`src/dst_pkg.sv`:
```
// Shared types, codes and constants of the display slide transition engine.
// No dependencies; every other file of the block imports this package.
package dst_pkg;

   localparam int MAX_DIM    = 256;
   localparam int CFG_DIM_W  = 9;
   localparam int DIM_W      = $clog2(MAX_DIM + 1);
   localparam int OFS_W      = $clog2(MAX_DIM) + 2;
   localparam int CRD_W      = OFS_W + 2;
   localparam int PIX_W      = 8;
   localparam int ALPHA_W    = 8;
   localparam int SPEED_W    = 8;
   localparam int CSR_IDX_W  = 3;
   localparam int CSR_DATA_W = 9;

   localparam logic [ALPHA_W-1:0] FADE_STEP = ALPHA_W'(20);
   localparam logic [ALPHA_W-1:0] FADE_MAX  = ALPHA_W'(255);

   typedef enum logic [1:0] {
      ACT_START  = 2'd0,
      ACT_STEP   = 2'd1,
      ACT_QUERY  = 2'd2,
      ACT_FINISH = 2'd3
   } action_type;

   typedef enum logic [1:0] {
      MODE_FADE     = 2'd0,
      MODE_SLIDE    = 2'd1,
      MODE_SLIDE_BG = 2'd2,
      MODE_SHIFT    = 2'd3
   } mode_type;

   typedef enum logic [1:0] {
      DIR_UP    = 2'd0,
      DIR_DOWN  = 2'd1,
      DIR_LEFT  = 2'd2,
      DIR_RIGHT = 2'd3
   } dir_type;

   typedef enum logic [1:0] {
      SRC_LEAVE = 2'd0,
      SRC_FG    = 2'd1,
      SRC_BG    = 2'd2,
      SRC_BLEND = 2'd3
   } src_type;

   localparam logic [CSR_IDX_W-1:0] CSR_MODE      = CSR_IDX_W'(0);
   localparam logic [CSR_IDX_W-1:0] CSR_DIRECTION = CSR_IDX_W'(1);
   localparam logic [CSR_IDX_W-1:0] CSR_SPEED     = CSR_IDX_W'(2);
   localparam logic [CSR_IDX_W-1:0] CSR_WIDTH     = CSR_IDX_W'(3);
   localparam logic [CSR_IDX_W-1:0] CSR_HEIGHT    = CSR_IDX_W'(4);

   localparam mode_type                RST_MODE   = MODE_SLIDE;
   localparam dir_type                 RST_DIR    = DIR_UP;
   localparam logic [SPEED_W-1:0]      RST_SPEED  = SPEED_W'(1);
   localparam logic [CFG_DIM_W-1:0]    RST_WIDTH  = CFG_DIM_W'(64);
   localparam logic [CFG_DIM_W-1:0]    RST_HEIGHT = CFG_DIM_W'(32);

   typedef struct packed {
      mode_type              mode;
      dir_type               direction;
      logic [SPEED_W-1:0]    speed;
      logic [CFG_DIM_W-1:0]  frame_width;
      logic [CFG_DIM_W-1:0]  frame_height;
   } cfg_type;

   typedef struct packed {
      logic [ALPHA_W-1:0]      frame_alpha;
      logic signed [OFS_W-1:0] x_offset;
      logic signed [OFS_W-1:0] y_offset;
   } view_type;

   function automatic logic [DIM_W-1:0] eff_dim(input logic [CFG_DIM_W-1:0] v);
      logic [DIM_W-1:0] r;
      if (v == '0)
         r = DIM_W'(1);
      else if (v > MAX_DIM)
         r = DIM_W'(MAX_DIM);
      else
         r = DIM_W'(v);
      return r;
   endfunction

endpackage

```
`src/display_slide_transition_top.sv`:
```
// Display slide transition engine: fade, slide, slide over background and shift,
// in four directions. Each accepted beat passes the input register, then the result
// register, before its result beat leaves. Every action, a pixel query included,
// completes combinationally between those two registers, so a new beat is taken
// each cycle while rsp_stall stays low; a stalled result holds the result
// register and, once the input register is also full, raises req_stall in the
// same cycle. Write the csr_ registers only while no beat is in flight. Depends
// on dst_pkg, dst_csr, dst_state and dst_query.
module display_slide_transition_top (
   input  logic                             clock,
   input  logic                             reset,
   input  logic                             req_valid,
   output logic                             req_stall,
   input  logic [1:0]                       req_action,
   input  logic [dst_pkg::PIX_W-1:0]        req_pixel_x,
   input  logic [dst_pkg::PIX_W-1:0]        req_pixel_y,
   output logic                             rsp_valid,
   input  logic                             rsp_stall,
   output logic                             rsp_running,
   output logic                             rsp_frame_drawn,
   output logic [1:0]                       rsp_source,
   output logic [dst_pkg::PIX_W-1:0]        rsp_src_x,
   output logic [dst_pkg::PIX_W-1:0]        rsp_src_y,
   output logic [dst_pkg::ALPHA_W-1:0]      rsp_alpha,
   input  logic                             csr_valid,
   output logic                             csr_ready,
   input  logic [dst_pkg::CSR_IDX_W-1:0]    csr_index,
   input  logic [dst_pkg::CSR_DATA_W-1:0]   csr_wdata
);
   import dst_pkg::*;

   logic               in_vld_ff, in_vld_in;
   action_type         in_act_ff, in_act_in;
   logic [PIX_W-1:0]   in_x_ff, in_x_in;
   logic [PIX_W-1:0]   in_y_ff, in_y_in;

   logic               out_vld_ff, out_vld_in;
   logic               out_run_ff, out_run_in;
   logic               out_drawn_ff, out_drawn_in;
   src_type            out_src_ff, out_src_in;
   logic [PIX_W-1:0]   out_x_ff, out_x_in;
   logic [PIX_W-1:0]   out_y_ff, out_y_in;
   logic [ALPHA_W-1:0] out_alpha_ff, out_alpha_in;

   logic               out_open, advance, accept;
   cfg_type            cfg;
   view_type           view;
   logic               running, drawn;
   src_type            q_src;
   logic [PIX_W-1:0]   q_x, q_y;
   logic [ALPHA_W-1:0] q_alpha;

   assign csr_ready = 1'b1;
   assign out_open  = !out_vld_ff || !rsp_stall;
   assign advance   = in_vld_ff && out_open;
   assign req_stall = in_vld_ff && !out_open;
   assign accept    = req_valid && !req_stall;

   dst_csr u_csr (
      .clock    (clock),
      .reset    (reset),
      .wr_en    (csr_valid && csr_ready),
      .wr_index (csr_index),
      .wr_data  (csr_wdata),
      .cfg      (cfg)
   );

   dst_state u_state (
      .clock   (clock),
      .reset   (reset),
      .go      (advance),
      .action  (in_act_ff),
      .cfg     (cfg),
      .view    (view),
      .running (running),
      .drawn   (drawn)
   );

   dst_query u_query (
      .is_query (in_act_ff == ACT_QUERY),
      .pixel_x  (in_x_ff),
      .pixel_y  (in_y_ff),
      .cfg      (cfg),
      .view     (view),
      .source   (q_src),
      .src_x    (q_x),
      .src_y    (q_y),
      .alpha    (q_alpha)
   );

   always_comb begin
      in_vld_in = accept || (in_vld_ff && !out_open);
      in_act_in = accept ? action_type'(req_action) : in_act_ff;
      in_x_in   = accept ? req_pixel_x : in_x_ff;
      in_y_in   = accept ? req_pixel_y : in_y_ff;

      out_vld_in   = advance || (out_vld_ff && rsp_stall);
      out_run_in   = advance ? running : out_run_ff;
      out_drawn_in = advance ? drawn   : out_drawn_ff;
      out_src_in   = advance ? q_src   : out_src_ff;
      out_x_in     = advance ? q_x     : out_x_ff;
      out_y_in     = advance ? q_y     : out_y_ff;
      out_alpha_in = advance ? q_alpha : out_alpha_ff;
   end

   always_ff @(posedge clock) begin
      if (reset) begin
         in_vld_ff  <= 1'b0;
         out_vld_ff <= 1'b0;
      end else begin
         in_vld_ff  <= in_vld_in;
         out_vld_ff <= out_vld_in;
      end
   end

   always_ff @(posedge clock) begin
      in_act_ff    <= in_act_in;
      in_x_ff      <= in_x_in;
      in_y_ff      <= in_y_in;
      out_run_ff   <= out_run_in;
      out_drawn_ff <= out_drawn_in;
      out_src_ff   <= out_src_in;
      out_x_ff     <= out_x_in;
      out_y_ff     <= out_y_in;
      out_alpha_ff <= out_alpha_in;
   end

   assign rsp_valid       = out_vld_ff;
   assign rsp_running     = out_run_ff;
   assign rsp_frame_drawn = out_drawn_ff;
   assign rsp_source      = out_src_ff;
   assign rsp_src_x       = out_x_ff;
   assign rsp_src_y       = out_y_ff;
   assign rsp_alpha       = out_alpha_ff;

endmodule

```
`src/dst_csr.sv`:
```
// Configuration registers of the transition engine: mode, direction, speed, frame size.
// Depends on dst_pkg.
module dst_csr (
   input  logic                           clock,
   input  logic                           reset,
   input  logic                           wr_en,
   input  logic [dst_pkg::CSR_IDX_W-1:0]  wr_index,
   input  logic [dst_pkg::CSR_DATA_W-1:0] wr_data,
   output dst_pkg::cfg_type               cfg
);
   import dst_pkg::*;

   cfg_type cfg_ff;
   cfg_type cfg_in;

   always_comb begin
      cfg_in = cfg_ff;
      if (wr_en) begin
         case (wr_index)
            CSR_MODE:      cfg_in.mode         = mode_type'(wr_data[1:0]);
            CSR_DIRECTION: cfg_in.direction    = dir_type'(wr_data[1:0]);
            CSR_SPEED:     cfg_in.speed        = wr_data[SPEED_W-1:0];
            CSR_WIDTH:     cfg_in.frame_width  = wr_data[CFG_DIM_W-1:0];
            CSR_HEIGHT:    cfg_in.frame_height = wr_data[CFG_DIM_W-1:0];
            default:       cfg_in = cfg_ff;
         endcase
      end
   end

   always_ff @(posedge clock) begin
      if (reset) begin
         cfg_ff.mode         <= RST_MODE;
         cfg_ff.direction    <= RST_DIR;
         cfg_ff.speed        <= RST_SPEED;
         cfg_ff.frame_width  <= RST_WIDTH;
         cfg_ff.frame_height <= RST_HEIGHT;
      end else begin
         cfg_ff <= cfg_in;
      end
   end

   assign cfg = cfg_ff;

endmodule

```
`src/dst_state.sv`:
```
// Transition state: offsets, fade level, last frame alpha and the active flag.
// Handles start, frame step and finish beats. Depends on dst_pkg.
module dst_state (
   input  logic                clock,
   input  logic                reset,
   input  logic                go,
   input  dst_pkg::action_type action,
   input  dst_pkg::cfg_type    cfg,
   output dst_pkg::view_type   view,
   output logic                running,
   output logic                drawn
);
   import dst_pkg::*;

   logic [ALPHA_W-1:0]      fade_ff, fade_in;
   logic [ALPHA_W-1:0]      alpha_ff, alpha_in;
   logic signed [OFS_W-1:0] xo_ff, xo_in;
   logic signed [OFS_W-1:0] yo_ff, yo_in;
   logic                    active_ff, active_in;

   logic signed [OFS_W:0]   sp, xe, ye, t;
   logic signed [OFS_W-1:0] xmv, ymv;
   logic [ALPHA_W:0]        fsum;
   logic [ALPHA_W-1:0]      fade_sat;
   logic [DIM_W-1:0]        dim_w, dim_h;

   always_comb begin
      sp  = (OFS_W+1)'(cfg.speed);
      xe  = (OFS_W+1)'(xo_ff);
      ye  = (OFS_W+1)'(yo_ff);
      xmv = xo_ff;
      ymv = yo_ff;
      t   = '0;
      case (cfg.direction)
         DIR_UP: begin
            t = ye + sp;
            ymv = (t > 0) ? '0 : OFS_W'(t);
         end
         DIR_DOWN: begin
            t = ye - sp;
            ymv = (t < 0) ? '0 : OFS_W'(t);
         end
         DIR_LEFT: begin
            t = xe + sp;
            xmv = (t > 0) ? '0 : OFS_W'(t);
         end
         default: begin
            t = xe - sp;
            xmv = (t < 0) ? '0 : OFS_W'(t);
         end
      endcase
   end

   always_comb begin
      fsum     = {1'b0, fade_ff} + {1'b0, FADE_STEP};
      fade_sat = (fsum > {1'b0, FADE_MAX}) ? FADE_MAX : fsum[ALPHA_W-1:0];
      dim_w    = eff_dim(cfg.frame_width);
      dim_h    = eff_dim(cfg.frame_height);
   end

   always_comb begin
      fade_in   = fade_ff;
      alpha_in  = alpha_ff;
      xo_in     = xo_ff;
      yo_in     = yo_ff;
      active_in = active_ff;
      drawn     = 1'b0;
      case (action)
         ACT_START: begin
            fade_in   = '0;
            xo_in     = '0;
            yo_in     = '0;
            active_in = 1'b1;
            case (cfg.direction)
               DIR_UP:    yo_in = OFS_W'(0) - OFS_W'(dim_h);
               DIR_DOWN:  yo_in = OFS_W'(dim_h);
               DIR_LEFT:  xo_in = OFS_W'(0) - OFS_W'(dim_w);
               default:   xo_in = OFS_W'(dim_w);
            endcase
         end
         ACT_STEP: begin
            if (active_ff) begin
               drawn = 1'b1;
               if (cfg.mode == MODE_FADE) begin
                  alpha_in = fade_ff;
                  if (fade_ff == FADE_MAX)
                     active_in = 1'b0;
                  else
                     fade_in = fade_sat;
               end else begin
                  xo_in = xmv;
                  yo_in = ymv;
                  if (xmv == '0 && ymv == '0)
                     active_in = 1'b0;
               end
            end
         end
         ACT_FINISH: begin
            if (active_ff) begin
               drawn     = 1'b1;
               active_in = 1'b0;
               if (cfg.mode == MODE_FADE) begin
                  fade_in  = FADE_MAX;
                  alpha_in = FADE_MAX;
               end else begin
                  xo_in = '0;
                  yo_in = '0;
               end
            end
         end
         default: begin
            active_in = active_ff;
         end
      endcase
   end

   always_ff @(posedge clock) begin
      if (reset) begin
         fade_ff   <= '0;
         alpha_ff  <= '0;
         xo_ff     <= '0;
         yo_ff     <= '0;
         active_ff <= 1'b0;
      end else if (go) begin
         fade_ff   <= fade_in;
         alpha_ff  <= alpha_in;
         xo_ff     <= xo_in;
         yo_ff     <= yo_in;
         active_ff <= active_in;
      end
   end

   assign running          = active_in;
   assign view.frame_alpha = alpha_ff;
   assign view.x_offset    = xo_ff;
   assign view.y_offset    = yo_ff;

endmodule

```
`src/dst_query.sv`:
```
// Pixel query mapper: picks the source buffer and coordinates, or the fade alpha,
// for one destination pixel of the current frame. Depends on dst_pkg.
module dst_query (
   input  logic                      is_query,
   input  logic [dst_pkg::PIX_W-1:0] pixel_x,
   input  logic [dst_pkg::PIX_W-1:0] pixel_y,
   input  dst_pkg::cfg_type          cfg,
   input  dst_pkg::view_type         view,
   output dst_pkg::src_type          source,
   output logic [dst_pkg::PIX_W-1:0] src_x,
   output logic [dst_pkg::PIX_W-1:0] src_y,
   output logic [dst_pkg::ALPHA_W-1:0] alpha
);
   import dst_pkg::*;

   logic signed [CRD_W-1:0] w, h, xs, ys, xo, yo, ix, iy, sx, sy;
   logic                    in_view;
   src_type                 src;

   always_comb begin
      w  = CRD_W'(eff_dim(cfg.frame_width));
      h  = CRD_W'(eff_dim(cfg.frame_height));
      xs = CRD_W'(pixel_x);
      ys = CRD_W'(pixel_y);
      xo = CRD_W'(view.x_offset);
      yo = CRD_W'(view.y_offset);
      ix = xs + xo;
      iy = ys + yo;
      in_view = (ix >= 0) && (ix < w) && (iy >= 0) && (iy < h);

      sx = xs;
      sy = ys;
      if (in_view) begin
         if (cfg.mode == MODE_SLIDE_BG) begin
            src = SRC_BG;
         end else begin
            src = SRC_FG;
            sx  = ix;
            sy  = iy;
         end
      end else begin
         src = (cfg.mode == MODE_SLIDE_BG) ? SRC_FG : SRC_BG;
         case (cfg.direction)
            DIR_UP:   sy = ys + h + yo;
            DIR_DOWN: sy = ys - h + yo;
            DIR_LEFT: sx = xs + w + xo;
            default:  sx = xs - w + xo;
         endcase
      end

      source = SRC_LEAVE;
      src_x  = '0;
      src_y  = '0;
      alpha  = '0;
      if (is_query && xs < w && ys < h) begin
         if (cfg.mode == MODE_FADE) begin
            source = SRC_BLEND;
            src_x  = pixel_x;
            src_y  = pixel_y;
            alpha  = view.frame_alpha;
         end else if (!(!in_view && cfg.mode == MODE_SLIDE) &&
                      sx >= 0 && sx < w && sy >= 0 && sy < h) begin
            source = src;
            src_x  = sx[PIX_W-1:0];
            src_y  = sy[PIX_W-1:0];
         end
      end
   end

endmodule

```
`config.mk`:
```
export PLATFORM = sky130hd
export DESIGN_NAME = display_slide_transition_top
export DESIGN_NICKNAME = d
export VERILOG_FILES = /design/src/dst_pkg.sv /design/src/display_slide_transition_top.sv /design/src/dst_csr.sv /design/src/dst_state.sv /design/src/dst_query.sv
export SDC_FILE = /design/constraint.sdc
export NUM_CORES = 1
export LEC_CHECK = 0
export ABC_AREA = 1
export BUFFER_PORTS_ARGS = -buffer_cell sky130_fd_sc_hd__buf_4
export CAP_MARGIN = 20
export CORE_ASPECT_RATIO = 0.9
export CORE_UTILIZATION = 50
export CTS_CLUSTER_DIAMETER = 60
export CTS_CLUSTER_SIZE = 28
export DETAILED_ROUTE_END_ITERATION = 12
export HOLD_SLACK_MARGIN = 0.12
export MAX_ROUTING_LAYER = met4
export PLACE_DENSITY = 0.73
export SLEW_MARGIN = 20
export SYNTH_ARGS = -nofsm -noshare
export SYNTH_HDL_FRONTEND = slang
export SYNTH_SLANG_ARGS = --single-unit
```
`constraint.sdc`:
```
create_clock -name clock -period 12.57 [get_ports clock]
set_input_delay 1.257 -clock clock [delete_from_list [all_inputs] [get_ports clock]]
set_output_delay 1.257 -clock clock [all_outputs]
set_load 0.02 [all_outputs]
```
Word-level counts from Yosys, hierarchy flattened
Index checks and enable logic that the tools add are counted.
{"block": "totals", "reg_bits": 115, "wordCells": 170}
{"block": "op_classes", "n_addsub": 17, "n_lt_le_gt_ge": 17, "n_eq_ne": 19, "mux": 51, "n_reduce_logical": 45}
{"cell": "10-bit 2-to-1 mux", "n": 10}
{"cell": "8-bit 2-to-1 mux", "n": 12}
{"cell": "10-bit one-hot mux with 2 select lines", "n": 4}
{"cell": "10-bit one-hot mux with 3 select lines", "n": 2}
{"cell": "12-bit 2-to-1 mux", "n": 4}
{"cell": "12-bit one-hot mux with 2 select lines", "n": 2}
{"cell": "9-bit 2-to-1 mux", "n": 4}
{"cell": "11-bit by 10-bit adder with 12-bit output", "n": 2}
{"cell": "12-bit by 1-bit >= comparator with 1-bit output (second input constant)", "n": 2}
{"cell": "12-bit by 10-bit less-than comparator with 1-bit output", "n": 2}
{"cell": "8-bit one-hot mux with 3 select lines", "n": 1}
{"cell": "10-bit by 10-bit adder with 11-bit output", "n": 2}
{"cell": "10-bit by 9-bit adder with 11-bit output", "n": 2}
{"cell": "9-bit by 10-bit adder with 11-bit output", "n": 2}
{"cell": "11-bit by 1-bit >= comparator with 1-bit output (second input constant)", "n": 2}
{"cell": "11-bit by 1-bit > comparator with 1-bit output (second input constant)", "n": 2}
{"cell": "11-bit by 1-bit less-than comparator with 1-bit output (second input constant)", "n": 2}
{"cell": "11-bit by 10-bit less-than comparator with 1-bit output", "n": 2}
{"cell": "10-bit by 9-bit subtractor with 11-bit output", "n": 2}
{"cell": "8-bit by 9-bit adder with 10-bit output", "n": 2}
{"cell": "10-bit logical NOT", "n": 2}
{"cell": "1-bit by 9-bit subtractor with 10-bit output (first input constant)", "n": 2}
{"cell": "8-bit by 9-bit subtractor with 10-bit output", "n": 2}
{"cell": "9-bit > comparator (second input constant)", "n": 2}
{"cell": "27 further kinds", "n": 78}

Depth between registers and ports, before layout
{"block": "logic_depth", "ltp_word": 16, "depth_mapped": 37, "ltp_nobuf": 35}

By module
A second synthesis with hierarchy kept.
{"block": "hier_totals", "hier_cells": 1977, "hier_area_um2": 13172.6}
{"mod": "dst_query", "instances": 1, "cells_per_inst": 962, "area_per_inst_um2": 5921.9}
{"mod": "dst_state", "instances": 1, "cells_per_inst": 769, "area_per_inst_um2": 4495.6}
{"mod": "display_slide_transition_top", "instances": 1, "cells_per_inst": 62, "area_per_inst_um2": 1491.4}
{"mod": "dst_csr", "instances": 1, "cells_per_inst": 184, "area_per_inst_um2": 1263.7}

Worst setup path after synthesis
No wires, ideal clock.
{"block": "synth_timing", "path_type": "reg2reg", "start": "reg u_csr.cfg_ff, in the netlist u_csr.cfg[17]", "end": "reg out_src_ff[0], in the netlist rsp_source[0] (data pin)", "setup_time_ps": 137, "arrival_time_ps": 4580, "path_slack_ps": 7854, "stages_incl_launch_ff": 35, "n_path_buf": 2, "path_cell_list": "dfxtp_1 -> buf_2 -> inv_2 -> nand2_1 -> nand2_2 -> ha_1 -> inv_1 -> fa_1 -> o31ai_1 -> a21oi_1 -> o21ai_0 -> xor2_1 -> inv_1 -> ha_1 -> a21oi_1 -> o21ai_0 -> a21oi_1 -> inv_1 -> a21oi_1 -> o21ai_0 -> o211ai_1 -> nand2_1 -> o221ai_1 -> inv_1 -> ha_1 -> nand2_1 -> nor2_1 -> a211oi_1 -> o21ai_1 -> inv_1 -> nand3_2 -> nor2_4 -> buf_6 -> nand2_1 -> nand2_1"}
{"block": "synth_via", "elab_chain_cells": 16, "word_cells_on_any_way": 32, "classes_between": "add/sub (4); order compare (7); mux (8); reduce/logical (13)"}
{"element": "from (decl)", "line": "dst_csr.sv:13", "text": "cfg_type cfg_ff;"}
{"element": "from (signal assigned)", "line": "dst_csr.sv:38", "text": "cfg_ff <= cfg_in;"}
{"element": "9-bit > comparator", "line": "dst_pkg.sv:77", "text": "else if (v > MAX_DIM)"}
{"element": "9-bit 2-to-1 mux", "line": "dst_pkg.sv:77"}
{"element": "9-bit 2-to-1 mux (*)", "line": "dst_pkg.sv:75", "text": "if (v == '0)"}
{"element": "parallel branches: the longest is 13 deep, another holds 11-bit by 10-bit adder with 12-bit output"}
{"element": "to (signal assigned)", "line": "display_slide_transition_top.sv:122", "text": "out_src_ff <= out_src_in;"}
{"element": "to (decl)", "line": "display_slide_transition_top.sv:40", "text": "src_type out_src_ff, out_src_in;"}
Every way passes the cells marked *.
A chain may end at the register's enable or synchronous reset.

Worst setup path after layout
{"block": "layout_timing", "start": "reg in_y_ff[0]", "end": "reg out_y_ff[7], in the netlist rsp_src_y[7] (data pin)"}
{"block": "layout_via", "elab_chain_cells": 13, "word_cells_on_any_way": 28, "classes_between": "add/sub (5); order compare (7); mux (6); reduce/logical (10)"}
{"element": "from (decl)", "line": "display_slide_transition_top.sv:35", "text": "logic [PIX_W-1:0] in_y_ff, in_y_in;"}
{"element": "from (signal assigned)", "line": "display_slide_transition_top.sv:119", "text": "in_y_ff <= in_y_in;"}
{"element": "parallel branches: the longest is 13 deep, another holds 11-bit by 10-bit adder with 12-bit output"}
{"element": "to (signal assigned)", "line": "display_slide_transition_top.sv:124", "text": "out_y_ff <= out_y_in;"}
{"element": "to (decl)", "line": "display_slide_transition_top.sv:42", "text": "logic [PIX_W-1:0] out_y_ff, out_y_in;"}
Parallel ways; which one is timed is not known.

==> summary.md <==
| Metric | Value |
|---|---|
| Type of origin of the critical path | flip-flop |
| Hold-fix buffers, CTS | 0 |
| PostCTS Resize Cnt | 0 |
| Area Growth Syn to Fin | 8.15% |
| HPWL Detailed | 34100 um |
| Clock share of power | 0.234 |
| IO buf count | 64 |
| Slew HR | 0.281 |
| Mapped Area | 12800 sq um |
| Worst skew pair latency | 0.36 ns |
| Remaining Overflow, GRT | 0 |
| Share of Yosys cell area claimed by the top area cell type | 0.156 |
| R2r worst-path depth | 29 |
| Drt initial violations | 1231 |
| I/O Pins | 66 |
| Delay of the slowest cell on the worst path | 0.51 ns |
| Die Span X | 171 um |
| RSZ-0062 raised after global routing | false |
| Lkg Pwr | 6.96 nW |
| Area after DPL | 13600 sq um |
| CTS Buffer Depth | 2 |
| Post-synth EDFFs | 45 |
| Sw Ratio | 0.423 |
| Multi-input logic area | 8940 sq um |
| DP Worst Slack | 6.50 ns |
| Wire per inst | 18.5 um |
| Setup violators final | 0 |
| Vias per inst | 5.80 |
| Critical path's slowest cell | edfxtp_1 |
| Die area | 26300 sq um |
| CP Data Required Time | 12.81 ns |
| Share of layout cells above drive strength 1 | 0.0648 |
| Fmax | 0.156 GHz |
| Flop pwr share | 0.336 |
| Internal power | 0.721 mW |
| Register area | 2690 sq um |
| Post-CTS setup buffer count | 0 |
| Setup ws final | 6.16 ns |
| Detail Route Antenna Nets | 0 |
| Starting density of the core | 0.510 |
| Max cap viols | 0 |
| Hold Path Sink | u_state.alpha_ff[7]$_SDFFE_PP0P_ |
| CTS tree | built |
| Outcome | finished, final reports clean |
| FFs w/ async S/R, synth | 0 |
| Crit path capture type | flip-flop |
| Power per Cell Area | 90.0 nW/um^2 |
| Min-delay src | u_state.alpha_ff[7]$_SDFFE_PP0P_ |
| Layout fillers | 2521 |
| Switching power | 0.528 mW |
| Post-layout util | 0.551 |
| Peak supply drop | 0.0778 mV |
| DRT Wirelength | 43100 um |
| Minimum clock period | 6.41 ns |
| Hold Vio Cnt, Final | 0 |
| Syn_area_per_cell | 6.58 sq um |
| Vias in the first global route | 12723 |
| Root buf cell | clkbuf_16 |
| WHS | 0.470 ns |
| Worst clock skew | 0.0117 ns |
| TritonRoute pass-1 iters | 6 |
| Sequential element share of the synthesized area | 0.210 |
| CTS sink cnt | 112 |
| Synth area leader | ha_1 |
| WS Path Type | flip-flop to flip-flop |
| R2R Setup Slk | 6.16 ns |
| Critical path data arrival time | 6.65 ns |
| Post-layout nets | 2194 |
| Drc violations | 0 |
| Total chip power | 1.25 mW |
| Post-Synthesis Cells | 1952 |
| Placed Cells incl. Taps | 2316 |
| Commonest cells post-synth | nand2_1, inv_1, nor2_1, a21oi_1, ha_1 |
| Cell depth of the worst hold path | 2 |
| Most frequent cell after synthesis | nand2_1 |
| Period utilization | 0.510 |
| Die Height | 154 um |
| Largest net degree at the start of global routing | 46 |
| FF-to-FF Start | in_y_ff[0]$_DFFE_PP_ |
| First-pass GRT wire length | 67700 um |
| Tightest Pin Transition | 1.07 ns |
| TritonCTS buffer count | 9 |
| Clk slew on worst S/H paths | 0.08 ns |
| Yosys warnings | 0 |
| Top cells by area, synth | ha_1, nand2_1, edfxtp_1 |
| Most used DFF post-synth | dfxtp_1 |
| Via count | 13526 |
| Net count after synthesis | 2161 |
| Antenna Cells | 0 |
| Slew Limit Fails | 0 |
| Placer congestion estimate | 0.983 |
| Library cells used by synthesis | 55 |
| Overall global routing resource usage | 0.341 |
| Comb pwr share | 0.429 |
| CORE AREA | 25200 sq um |
| Synthesis-stage register bit count | 112 |
| Max Fanout on Critical Path | 28 |
| Worst min path class | flip-flop to flip-flop |
| Final Instance Area | 13900 sq um |
| Num rows | 55 |
| Non-Filler Instances | 2332 |
| Critical R2R Capture | rsp_src_y[7]$_SDFFCE_PN0P_ |
| Initial antenna violation count | 0 |
| Htree depth | 3 |
| Setup TNS | 0 ns |
## routing by layer
layer  track usage  part of all wire  wire length, um  vias up
met5             -                 0                0        -
met4         0.147             0.044             1900        0
met3        0.0376             0.068             2920      125
met2         0.537              0.45            19400      576
met1         0.441              0.44            18900     6282
li1              -                 -                -     6543
## flip-flops by register name (all words and copies together), names as in the netlist, 2 cells and up
name and cells:
rsp_src_x 8, u_state.yo_ff 10, in_act_ff 2, rsp_alpha 7, rsp_src_y 8, in_x_ff 8, rsp_source 2, in_y_ff 8
u_state.xo_ff 10, u_state.alpha_ff 7, u_csr.cfg 30, u_state.fade_ff 7
## worst max-delay path: cells and delay by family (launching register included)
| kind | cells | cell delay, ns |
|---|---|---|
| AO/OA/AOI/OAI | 5 | 0.96 |
| XOR/XNOR | 1 | 0.17 |
| adder cells (fa/ha/maj) | 4 | 1.40 |
| buffers and inverters | 4 | 0.51 |
| flip-flops | 1 | 0.51 |
| AND/OR/NAND/NOR | 15 | 2.73 |
## power groups by stage
stage / Sequential (mW) / Clock (mW) / Combinational [mW]
2_1_floorplan: 0.417 / 0 / 0.386
3_3_place_gp: 0.428 / 0 / 0.514
3_5_place_dp: 0.428 / 0 / 0.519
4_1_cts: 0.419 / 0.294 / 0.524
5_1_grt: 0.422 / 0.305 / 0.597
6_report: 0.420 / 0.293 / 0.536
## layout make-up
cell class | instances | area share
multi-input cells | 1526 | 0.644
clock inverters | 6 | 0.00451
well taps | 342 | 0.0308
inverters | 264 | 0.0714
flip-flops and latches | 112 | 0.194
repair buffers | 72 | 0.0389
clock buffers | 10 | 0.0165
## kinds of logic after synthesis
kind of cell / after synthesis / share of synthesized area
adder cells (fa/ha/maj): 174 / 0.178
XOR/XNOR: 77 / 0.0525
AND/OR/NAND/NOR: 868 / 0.284
buffers and inverters: 314 / 0.0941
other: 1 / 0.000292
flip-flops: 112 / 0.210
AO/OA/AOI/OAI: 406 / 0.182
## worst max-delay path by stage
stage	from	to	depth (start not counted)
floorplan	u_csr.cfg[17]$_SDFFE_PP0P_	rsp_source[0]$_SDFFCE_PN0P_	34
global placement	in_y_ff[3]$_DFFE_PP_	rsp_source[1]$_SDFFCE_PN0P_	30
detailed placement	in_y_ff[0]$_DFFE_PP_	rsp_src_y[7]$_SDFFCE_PN0P_	29
CTS	in_y_ff[0]$_DFFE_PP_	rsp_src_y[7]$_SDFFCE_PN0P_	29
global route	in_y_ff[5]$_DFFE_PP_	rsp_source[0]$_SDFFCE_PN0P_	30
finish	in_y_ff[0]$_DFFE_PP_	rsp_src_y[7]$_SDFFCE_PN0P_	29
## placed cells by master (no fill, tap or decap), drive strengths merged, types with 22 or more instances in the layout
cell / n
nand3: 114
ha: 160
or2: 24
a21oi: 166
nor3: 28
xor2: 61
edfxtp: 45
nand2: 467
nor2: 204
dfxtp: 67
buf: 72
nand4: 22
inv: 262
o21ai: 124
Power figures use the tool's default switching activity.
